==> src/hw/rtl/tqv_pkg.sv <==
// Torus quad vertex generator: shared types, constants and arithmetic helpers.
// No dependencies; imported by every module of the block.
package tqv_pkg;

    localparam int IDX_W     = 10;
    localparam int SEG_W     = 11;
    localparam int VIDX_W    = 11;
    localparam int RAD_W     = 16;
    localparam int POS_W     = 20;
    localparam int TEX_W     = 17;
    localparam int CORNER_W  = 3;
    localparam int PHASE_W   = 32;
    localparam int CW        = 35;
    localparam int CFG_IDX_W = 3;
    localparam int CFG_W     = 16;

    localparam int CORDIC_STEPS  = 24;
    localparam int CORDIC_STAGES = CORDIC_STEPS / 2;
    localparam int PH_DVD_W      = 44;
    localparam int PH_STAGES     = PH_DVD_W / 2;
    localparam int TX_DVD_W      = 28;
    localparam int TX_STAGES     = TX_DVD_W / 2;
    localparam int ANGLE_LAT     = PH_STAGES + CORDIC_STAGES + 2;
    localparam int TEX_PAD       = ANGLE_LAT - TX_STAGES;
    localparam int POS_LAT       = 4;
    localparam int PIPE_LAT      = ANGLE_LAT + POS_LAT;

    localparam logic [CORNER_W-1:0] LAST_CORNER = 3'd5;
    localparam logic signed [CW-1:0] CORDIC_GAIN = 35'sh026DD3B6A;
    localparam logic signed [CW-1:0] QUARTER_TURN = 35'sh040000000;
    localparam logic signed [CW-1:0] HALF_TURN = 35'sh080000000;

    localparam logic [31:0] ATAN_TURNS [CORDIC_STEPS] = '{
        32'h20000000, 32'h12E4051E, 32'h09FB385B, 32'h051111D4, 32'h028B0D43, 32'h0145D7E1,
        32'h00A2F61E, 32'h00517C55, 32'h0028BE53, 32'h00145F2F, 32'h000A2F98, 32'h000517CC,
        32'h00028BE6, 32'h000145F3, 32'h0000A2FA, 32'h0000517D, 32'h000028BE, 32'h0000145F,
        32'h00000A30, 32'h00000518, 32'h0000028C, 32'h00000146, 32'h000000A3, 32'h00000051
    };

    typedef enum logic [CFG_IDX_W-1:0] {
        CFG_MINOR_RADIUS    = 3'd0,
        CFG_MAJOR_RADIUS    = 3'd1,
        CFG_RING_SEGMENTS   = 3'd2,
        CFG_COLUMN_SEGMENTS = 3'd3
    } cfg_index_t;

    typedef struct packed {
        logic [IDX_W-1:0] ring_index;
        logic [IDX_W-1:0] column_index;
    } quad_t;

    typedef struct packed {
        logic signed [POS_W-1:0] pos_x;
        logic signed [POS_W-1:0] pos_y;
        logic signed [POS_W-1:0] pos_z;
        logic [TEX_W-1:0]        tex_u;
        logic [TEX_W-1:0]        tex_v;
        logic [CORNER_W-1:0]     corner_number;
        logic                    last_corner;
    } vertex_t;

    typedef struct packed {
        logic                valid;
        logic [VIDX_W-1:0]   ri;
        logic [VIDX_W-1:0]   cj;
        logic [CORNER_W-1:0] corner;
    } issue_t;

    typedef struct packed {
        logic signed [CW-1:0] x;
        logic signed [CW-1:0] y;
        logic signed [CW-1:0] z;
    } cordic_t;

    function automatic logic ring_step(input logic [CORNER_W-1:0] n);
        logic r;
        case (n)
            3'd1, 3'd4, 3'd5: r = 1'b1;
            default:          r = 1'b0;
        endcase
        return r;
    endfunction

    function automatic logic col_step(input logic [CORNER_W-1:0] n);
        logic r;
        case (n)
            3'd2, 3'd3, 3'd5: r = 1'b1;
            default:          r = 1'b0;
        endcase
        return r;
    endfunction

    // One restoring division step: {quotient bit, new remainder}.
    function automatic logic [SEG_W:0] div_step(input logic [SEG_W-1:0] rem, input logic b,
                                                input logic [SEG_W-1:0] seg);
        logic [SEG_W:0] part;
        logic [SEG_W:0] diff;
        part = {rem, b};
        diff = part - {1'b0, seg};
        if (part >= {1'b0, seg}) begin
            return {1'b1, diff[SEG_W-1:0]};
        end
        return {1'b0, part[SEG_W-1:0]};
    endfunction

    function automatic cordic_t cordic_step(input cordic_t v, input logic [4:0] k);
        cordic_t r;
        logic signed [CW-1:0] a;
        a = $signed({{(CW-32){1'b0}}, ATAN_TURNS[k]});
        if (!v.z[CW-1]) begin
            r.x = v.x - (v.y >>> k);
            r.y = v.y + (v.x >>> k);
            r.z = v.z - a;
        end else begin
            r.x = v.x + (v.y >>> k);
            r.y = v.y - (v.x >>> k);
            r.z = v.z + a;
        end
        return r;
    endfunction

endpackage

==> src/hw/rtl/tqv_seq.sv <==
// Quad sequencer: takes one quad request and issues its six corners, one a cycle while en is high.
// Depends on tqv_pkg.
module tqv_seq import tqv_pkg::*; (
    input  logic   aclk,
    input  logic   aresetn,
    input  logic   en,
    input  logic   s_valid,
    output logic   s_ready,
    input  quad_t  s_data,
    output issue_t iss
);

    logic                busy_reg, busy_next;
    logic [CORNER_W-1:0] cnt_reg, cnt_next;
    logic [IDX_W-1:0]    ri_reg, ri_next;
    logic [IDX_W-1:0]    cj_reg, cj_next;
    logic                take;

    assign s_ready = !busy_reg || (cnt_reg == LAST_CORNER && en);
    assign take    = s_valid && s_ready;

    always_comb begin
        busy_next = busy_reg;
        cnt_next  = cnt_reg;
        ri_next   = ri_reg;
        cj_next   = cj_reg;
        if (busy_reg && en) begin
            if (cnt_reg == LAST_CORNER) begin
                busy_next = 1'b0;
                cnt_next  = '0;
            end else begin
                cnt_next = cnt_reg + 1'b1;
            end
        end
        if (take) begin
            busy_next = 1'b1;
            cnt_next  = '0;
            ri_next   = s_data.ring_index;
            cj_next   = s_data.column_index;
        end
    end

    always_ff @(posedge aclk) begin
        if (!aresetn) begin
            busy_reg <= 1'b0;
            cnt_reg  <= '0;
        end else begin
            busy_reg <= busy_next;
            cnt_reg  <= cnt_next;
        end
        ri_reg <= ri_next;
        cj_reg <= cj_next;
    end

    always_comb begin
        iss.valid  = busy_reg;
        iss.ri     = {1'b0, ri_reg} + {{(VIDX_W-1){1'b0}}, ring_step(cnt_reg)};
        iss.cj     = {1'b0, cj_reg} + {{(VIDX_W-1){1'b0}}, col_step(cnt_reg)};
        iss.corner = cnt_reg;
    end

endmodule

==> config.mk <==
export PLATFORM = sky130hd
export DESIGN_NAME = tqv_seq
export DESIGN_NICKNAME = d
export VERILOG_FILES = /design/src/hw/rtl/tqv_pkg.sv /design/src/hw/rtl/tqv_seq.sv
export SDC_FILE = /design/constraint.sdc
export NUM_CORES = 1
export LEC_CHECK = 0
export ABC_AREA = 0
export BUFFER_PORTS_ARGS = -buffer_cell sky130_fd_sc_hd__buf_2
export CAP_MARGIN = 10
export CORE_ASPECT_RATIO = 0.9
export CORE_MARGIN = 2
export CORE_UTILIZATION = 52
export CTS_BUF_LIST = sky130_fd_sc_hd__clkbuf_2
export DETAILED_ROUTE_END_ITERATION = 12
export PLACE_DENSITY = 0.86
export SYNTH_ARGS = -nofsm -noshare
export SYNTH_HDL_FRONTEND = slang
export SYNTH_SLANG_ARGS = --single-unit
==> constraint.sdc <==
create_clock -name aclk -period 6.05 [get_ports aclk]
set_clock_uncertainty 0.15 [all_clocks]
set_input_delay 0.605 -clock aclk [delete_from_list [all_inputs] [get_ports aclk]]
set_output_delay 0.605 -clock aclk [all_outputs]
set_load 0.05 [all_outputs]
-- After elaboration in Yosys (flattened, before gate mapping)
Index checks and enable logic that the tools add are counted.
- output and inout port bits: 27
- register bits: 24
- logic and storage cells: 30
- input port bits: 24
- bitwise gates (word level): 1
- equality and inequality tests: 5
- reductions and logical operators: 11
- multiplexer cells: 6
- add/subtract/negate cells: 3
- operators with widths (operator ; number):
    $add A10 B1 Y11 ; 2
    $eq A3 B2 Y1 const B ; 2
    $eq A3 B3 Y1 const B ; 2
    $reduce_or A3 Y1 ; 2
    $mux W1 ; 5
    $reduce_bool A2 Y1 ; 2
    $add A3 B1 Y3 const B ; 1
    $eq A3 B1 Y1 const B ; 1
    $logic_and A1 B1 Y1 ; 3
    $mux W3 ; 1
    $reduce_and A2 Y1 ; 1
    $reduce_or A2 Y1 ; 1
    $logic_not A1 Y1 ; 1
    $logic_or A1 B1 Y1 ; 1
    $not A1 Y1 ; 1

-- Logic depth before layout (Yosys ltp)
Gate-level depths: netlist (run 1).
- word-level depth: 6
- gate-level depth with buffers: 8
- depth with buffers taken out: 8

-- Least setup slack after synthesis (run 1)
Ideal clock, no wire load.
- path kind: reg-to-output
- start: register cnt_reg[0]
- end: output port iss[9] in the netlist's numbering
- stages on the path, launching flop included: 9
- data arrival time: 2.636 ns
- required time: 5.295 ns
- path buffers: 0
- setup slack: 2.659 ns
- cells stage by stage: dfxtp_1 -> and2_2 -> ha_1 -> a211o_2 -> ha_1 -> ha_1 -> and3_1 -> nand3_1 -> xnor2_1
- RTL lines (item ; RTL line ; text):
    start, declared ; tqv_seq.sv:14 ; logic [CORNER_W-1:0] cnt_reg, cnt_next;
    start signal, assigned ; tqv_seq.sv:49 ; cnt_reg <= cnt_next;
    end, declared ; tqv_seq.sv:10 ; output issue_t iss

==> key figures, run 1 <==
STA
  – Endpoints failing setup: 0
  – Final Cycle Share: a little over half
  – Worst slew pin tran: 1.104 ns
  – RSZ-0062 raised after global routing: no
  – Hold Fails Final Rpt: 0
  – Highest Clock Rate: 304.0 MHz
  – Setup ws final: about 2.8 ns
  – Slew HR: 26.39%
  – Max-slew violations: 0
  – Worst hold margin: 0.2899 ns
  – Period minus WS final: 3.289 ns
  – Setup TNS: 0 ns

GRT
  – First-pass GRT wire length: 3505 um
  – Gr ovfl total: 0
  – Vias in the first global route: 881
  – Antenna violations before repair: 0
  – Total GRT Usage: 18.15%
  – Largest net degree at the start of global routing: 22

Clocking
  – Clock sink total: 24
  – Clk slew on worst S/H paths: 0.21 ns
  – Clk_lat worst skew: 0.32 ns
  – CTS buffer count: 3
  – Post CTS Setup Buffer Count: 0
  – CTS root buf: clkbuf_2
  – CTS max path bufs: 2
  – Resize count post-CTS: 0
  – # hold bufs at CTS: 0
  – Clock H-tree levels: 1
  – CTS tree: yes

Finish
  – Layout area overhead: 27.60%
  – Antenna cells: 0
  – Share of layout cells above drive strength 1: 39.86%
  – Final std cells w/o fill: 175
  – Total Nets Final: roughly 180
  – Post-layout util: 69.56%
  – Post-route cell area: roughly 0.0015 mm^2

Logic synthesis
  – Top FF cell, synth: edfxtp_1
  – Synth top area share: between 50% and 60%
  – Top cells by area, synth: edfxtp_1, xnor2_1, dfxtp_1, ha_1, xor2_1
  – Syn. warnings: 0
  – Number of distinct library cells after synthesis: 28
  – Top post-synthesis cells by count: edfxtp_1, xnor2_1, nand3_1, nand2_1, xor2_1
  – Sequential cell area fraction in the yosys report: 57.75%
  – Most frequent cell after synthesis: edfxtp_1
  – Synthesized Nets: 124
  – Mapped Cells: 95
  – Top cell type by total area after synthesis: edfxtp_1
  – Seq cells post-synth: 24
  – Synthesized area per cell: 12.41 um^2
  – Post-synthesis async set-or-reset flop share: 0%
  – EDFF count, synth: 20
  – Mapped Area: 0.001179 mm^2

Placement
  – PortBufs: 50
  – Placer congestion estimate: 0.7268
  – Post-placement setup slack: 3.150 ns
  – Post-DP HPWL: 1741 um
  – Post-placement cell area: between 0.001 and 0.0015 mm^2
  – Dpl cells: 171

Power and ir drop
  – Pleak: 0.6708 nW
  – Pwr dens: approximately 240 mW/mm^2
  – Tot Pwr: roughly 360 uW
  – Peak supply drop: 0.0001678 V

Detailed routing
  – ANT nets after route: 0
  – Routed vias/inst: between 5 and 6
  – Wirelength, routed: 2221 um
  – Final routed DRC violation total: 0
  – Drt initial violations: 5
  – Vias after detailed routing: around 900
  – Initial DRT Pass Iterations: 4
  – Routed WL per cell: 12.69 um

Floorplanning
  – Core footprint: 0.002162 mm^2
  – Die boundary width: 54.19 um
  – Row cnt: 16
  – Die ar.: 0.002664 mm^2
  – Initial core utilization: 54.51%
  – IO Pins: between 50 and 60
  – Die span in y: between 40 and 50 um

Critical path
  – Worst setup SP type: register
  – CP delay by family, top: adder cells
  – CP Cell Sequence: and2_2 > ha_1 > a211o_2 > ha_1 > ha_1 > and3_1 > nand3_1 > xnor2_1 > buf_2
  – CP dominant cell by count: ha_1
  – WP data required: 5.29 ns
  – CP max-delay cell: dfxtp_1
  – Launch point of the worst reg-to-reg path: cnt_reg[0]$_SDFFE_PP0P_
  – Setup crit end kind: output port
  – Worst Path Arrival: ~2.5 ns
  – WP buf/inv: 1
  – Flop-to-flop setup slack: 3.99 ns
  – Worst setup path category: register to output port
  – Max FO, Critical Path: 9
  – Max stage delay on crit path: around 0.43 ns
  – Reg2reg end: cj_reg[0]$_DFFE_PP_
  – Cells on worst reg2reg path: 2

Min path
  – Hold depth: 1
  – Worst Hold Class: input pin to register
  – HP Start: s_data[11]
  – Hold EP: ri_reg[1]$_DFFE_PP_

Outcome
  – Status: complete, no violations

Job
  – Maxcap violations: 0
## where the power goes
part	internal, mW	total, mW	leakage, nW	switching, mW
Clock	0.0570	0.100	0.0266	0.0434
Combinational	0.0177	0.0656	0.421	0.0479
Sequential	0.189	0.197	0.223	0.00750
## area by class of cell
type / instances / area (um^2)
Sequential cell: 24 / 680.7
Fill cell: 164 / 658.1
Multi-Input combinational cell: 65 / 475.5
Timing Repair Buffer: 50 / 250.2
Tap cell: 27 / 33.78
Clock inverter: 1 / 30.03
Inverter: 5 / 18.77
Clock buffer: 3 / 15.01
## how the worst max path moves through the flow
stage / startpoint / to / cells after the start
final: cnt_reg[1]$_SDFFE_PP0P_ / iss[9] / 9
after global routing: cnt_reg[1]$_SDFFE_PP0P_ / iss[9] / 9
after CTS: cnt_reg[1]$_SDFFE_PP0P_ / iss[9] / 9
after detailed placement: cnt_reg[1]$_SDFFE_PP0P_ / iss[9] / 9
after global placement: cnt_reg[1]$_SDFFE_PP0P_ / iss[9] / 9
after floorplan: cnt_reg[0]$_SDFFE_PP0P_ / iss[9] / 8
## routing by layer
layer	GRT usage (%)	part of all wire, %
met5	0	0
met4	3.750	0
met3	5.521	7.0
met2	34.14	52
met1	18.93	41
## cell usage in the layout (no fill, tap or decap), drive strengths merged, types with 2 or more instances in the layout
cell type	instances
nand3	7
nor2	4
and3	4
xnor2	10
clkbuf	3
and4	2
nor3	2
inv	5
a21oi	3
dfxtp	4
ha	5
buf	50
xor2	6
edfxtp	20
nand4	3
nand2	6
## worst register-to-register path, stage by stage, from the launching register on
cell	delay, ns
dfxtp_1	0.50
nand4b_1	0.19
a21oi_2	0.86
## cells by family (layout without fill, tap and decap cells)
kind of cell    count (synthesis)  after routing  synth area share, %
buf+inv                         6             59                2.230
xor+xnor                       16             16                11.89
compound gates                  9              9                5.732
simple gates                   35             35                17.09
fa+ha+maj                       5              5                5.308
flops                          24             24                57.75
Note: power is estimated with default switching activity, not from simulation.
==> run 2: changes to the inputs <==
--- a/config.mk
+++ b/config.mk
@@ -10,10 +10,10 @@
 export CAP_MARGIN = 10
 export CORE_ASPECT_RATIO = 0.9
 export CORE_MARGIN = 2
-export CORE_UTILIZATION = 52
+export CORE_UTILIZATION = 44
 export CTS_BUF_LIST = sky130_fd_sc_hd__clkbuf_2
 export DETAILED_ROUTE_END_ITERATION = 12
-export PLACE_DENSITY = 0.86
+export PLACE_DENSITY = 0.78
 export SYNTH_ARGS = -nofsm -noshare
 export SYNTH_HDL_FRONTEND = slang
 export SYNTH_SLANG_ARGS = --single-unit
==> constraint.sdc (replaced) <==
create_clock -name aclk -period 2.9 [get_ports aclk]
set_clock_uncertainty 0.15 [all_clocks]
set_input_delay 0.29 -clock aclk [delete_from_list [all_inputs] [get_ports aclk]]
set_output_delay 0.29 -clock aclk [all_outputs]
set_load 0.05 [all_outputs]
==> run 2 against run 1 <==
Effect of this change:
- setup slack got worse by 2.6 ns
- sequential power grew 110%
- via count increased by 9.5%
==> key figures, run 2 (synthesis results as in run 1) <==
Clocking
  – Clk slew on worst S/H paths: 0.20 ns (about the same)
  – Clk_lat worst skew: 0.31 ns (about the same)
  – CTS root buf: clkbuf_2
  – Clock sink total: 24 (unchanged)
  – Clock H-tree levels: 1 (unchanged)
  – CTS max path bufs: 2 (unchanged)
  – CTS buffer count: 3 (unchanged)
  – CTS tree: yes

Floorplanning
  – Core footprint: 0.002489 mm^2 (+15%)
  – Die span in y: 53.10 um (+8.0%)
  – Die boundary width: 58.56 um (+8.1%)
  – IO Pins: 51 (unchanged)
  – Die ar.: 0.003109 mm^2 (+17%)
  – Row cnt: 17 (+1)
  – Initial core utilization: 47.36% (-7.2 points)

Critical path
  – WP data required: 2.46 ns (-2.83 ns)
  – Worst Path Arrival: 2.30 ns (-0.23 ns)
  – Worst setup path category: register to output port
  – Worst setup SP type: register
  – Max FO, Critical Path: 7 (-2)
  – Setup crit end kind: output port

Placement
  – Dpl cells: 173 (+1.2%)
  – Post-placement cell area: 0.001490 mm^2 (+2.1%)
  – PortBufs: 50 (unchanged)
  – Post-DP HPWL: 1876 um (+7.7%)
  – Post-placement setup slack: 0.2819 ns (-2.868 ns)
  – Placer congestion estimate: 0.8872 (+22%)

Power and ir drop
  – Tot Pwr: 694.6 uW (+91%)
  – Pwr dens: 394.5 mW/mm^2 (+63%)
  – Pleak: 0.7659 nW (+14%)
  – Peak supply drop: 0.0003458 V (+110%)

Finish
  – Post-route cell area: 0.001760 mm^2 (+17%)
  – Filler instances: 194 (+18%)
  – Total Nets Final: 201 (+13%)
  – Share of layout cells above drive strength 1: 40.94% (+1.1 points)
  – FF+latch area: 688.2 um^2 (+1.1%)
  – Final std cells w/o fill: 199 (+14%)
  – Post-layout util: 70.74% (+1.2 points)
  – Area of the multi-input gates: 518.0 um^2 (+8.9%)
  – Most frequent cells in the layout: buf_2, dlygate4sd3_1, edfxtp_1
  – Commonest non-fill, non-tap cell in the layout: buf_2
  – Antenna cells: 0 (unchanged)
  – Layout area overhead: 49.36%

GRT
  – Total GRT Usage: 17.25% (-0.90 points)
  – Antenna violations before repair: 0 (unchanged)
  – First-pass GRT wire length: 3905 um (+11%)
  – Vias in the first global route: 934 (+6.0%)
  – Gr ovfl total: 0 (unchanged)
  – Largest net degree at the start of global routing: 14 (-36%)

STA
  – Setup ws final: 0.1607 ns (-2.600 ns)
  – Hold Fails Final Rpt: 0 (unchanged)
  – Endpoints failing setup: 0 (unchanged)
  – Highest Clock Rate: 365.1 MHz
  – Final Cycle Share: 94.46%
  – Max-slew violations: 0 (unchanged)
  – Worst hold margin: 0.1072 ns (-0.1828 ns)
  – Period minus WS final: 2.739 ns
  – Slew HR: 59.19% (+33 points)
  – RSZ-0062 raised after global routing: no
  – Worst slew pin tran: 0.6121 ns (-0.4920 ns)
  – Setup TNS: 0 ns (unchanged)

Job
  – Maxcap violations: 0 (unchanged)

Detailed routing
  – Initial DRT Pass Iterations: 4 (unchanged)
  – Vias after detailed routing: 984 (+9.5%)
  – ANT nets after route: 0 (unchanged)
  – Final routed DRC violation total: 0 (unchanged)
  – Routed WL per cell: 12.70 um (about the same)
  – Routed vias/inst: 4.945 (-3.7%)
  – Wirelength, routed: 2527 um (+14%)
  – Drt initial violations: 36 (+31)

Min path
  – Worst Hold Class: input pin to register

Outcome
  – Status: complete, no violations
-- run 2: path summary, 6_finish.rpt --
check,startpoint,endpoint,slack [ns],cells past startpoint
setup / recovery,cnt_reg[1]$_SDFFE_PP0P_,iss[7],0.16,8
hold / removal,s_valid,busy_reg$_SDFFE_PN0P_,0.11,3
setup reg to reg,cnt_reg[1]$_SDFFE_PP0P_,ri_reg[1]$_DFFE_PP_,0.89,4
hold reg to reg,cnt_reg[1]$_SDFFE_PP0P_,cnt_reg[1]$_SDFFE_PP0P_,0.41,2
-- run 2: what timing repair did --
action,CTS,global route
cloned,0,0
endpoints found under the hold margin,21,0
hold buffers,21,0
setup endpoints to repair,4,4
buffers inserted,0,1
gates resized for setup,5,6
-- run 2: report_power, final --
group          internal, mW  leakage [nW]  switching, mW
Sequential            0.394         0.225         0.0166
Combinational        0.0589         0.527          0.105
Clock                0.0300        0.0140         0.0899
Total                 0.483         0.766          0.212
-- run 2: layer usage --
metal / routed length (um) / vias up / share of wire, % / global-route usage [%]
met2: 1253 / 29 / 50 / 29.96
met1: 1133 / 451 / 45 / 21.72
met3: 131 / 2 / 5.2 / 3.667
li1: - / 502 / - / -
met5: 0 / - / 0 / 0
met4: 9 / 0 / 0.36 / 4.651
-- run 2: area by class of cell --
type | count | share of cell area (%)
clock buffers | 3 | 0.8529
well taps | 28 | 1.990
flip-flops and latches | 24 | 39.09
clock inverters | 1 | 0.2132
repair buffers | 73 | 27.36
multi-input cells | 65 | 29.42
inverters | 5 | 1.066
-- run 2: critical path, cell delays in order (launching register included) --
cell,delay [ns]
dfxtp_4,0.41
and2_2,0.19
ha_1,0.17
a211o_2,0.27
ha_2,0.19
ha_2,0.19
and3_4,0.20
xor2_2,0.11
buf_2,0.27
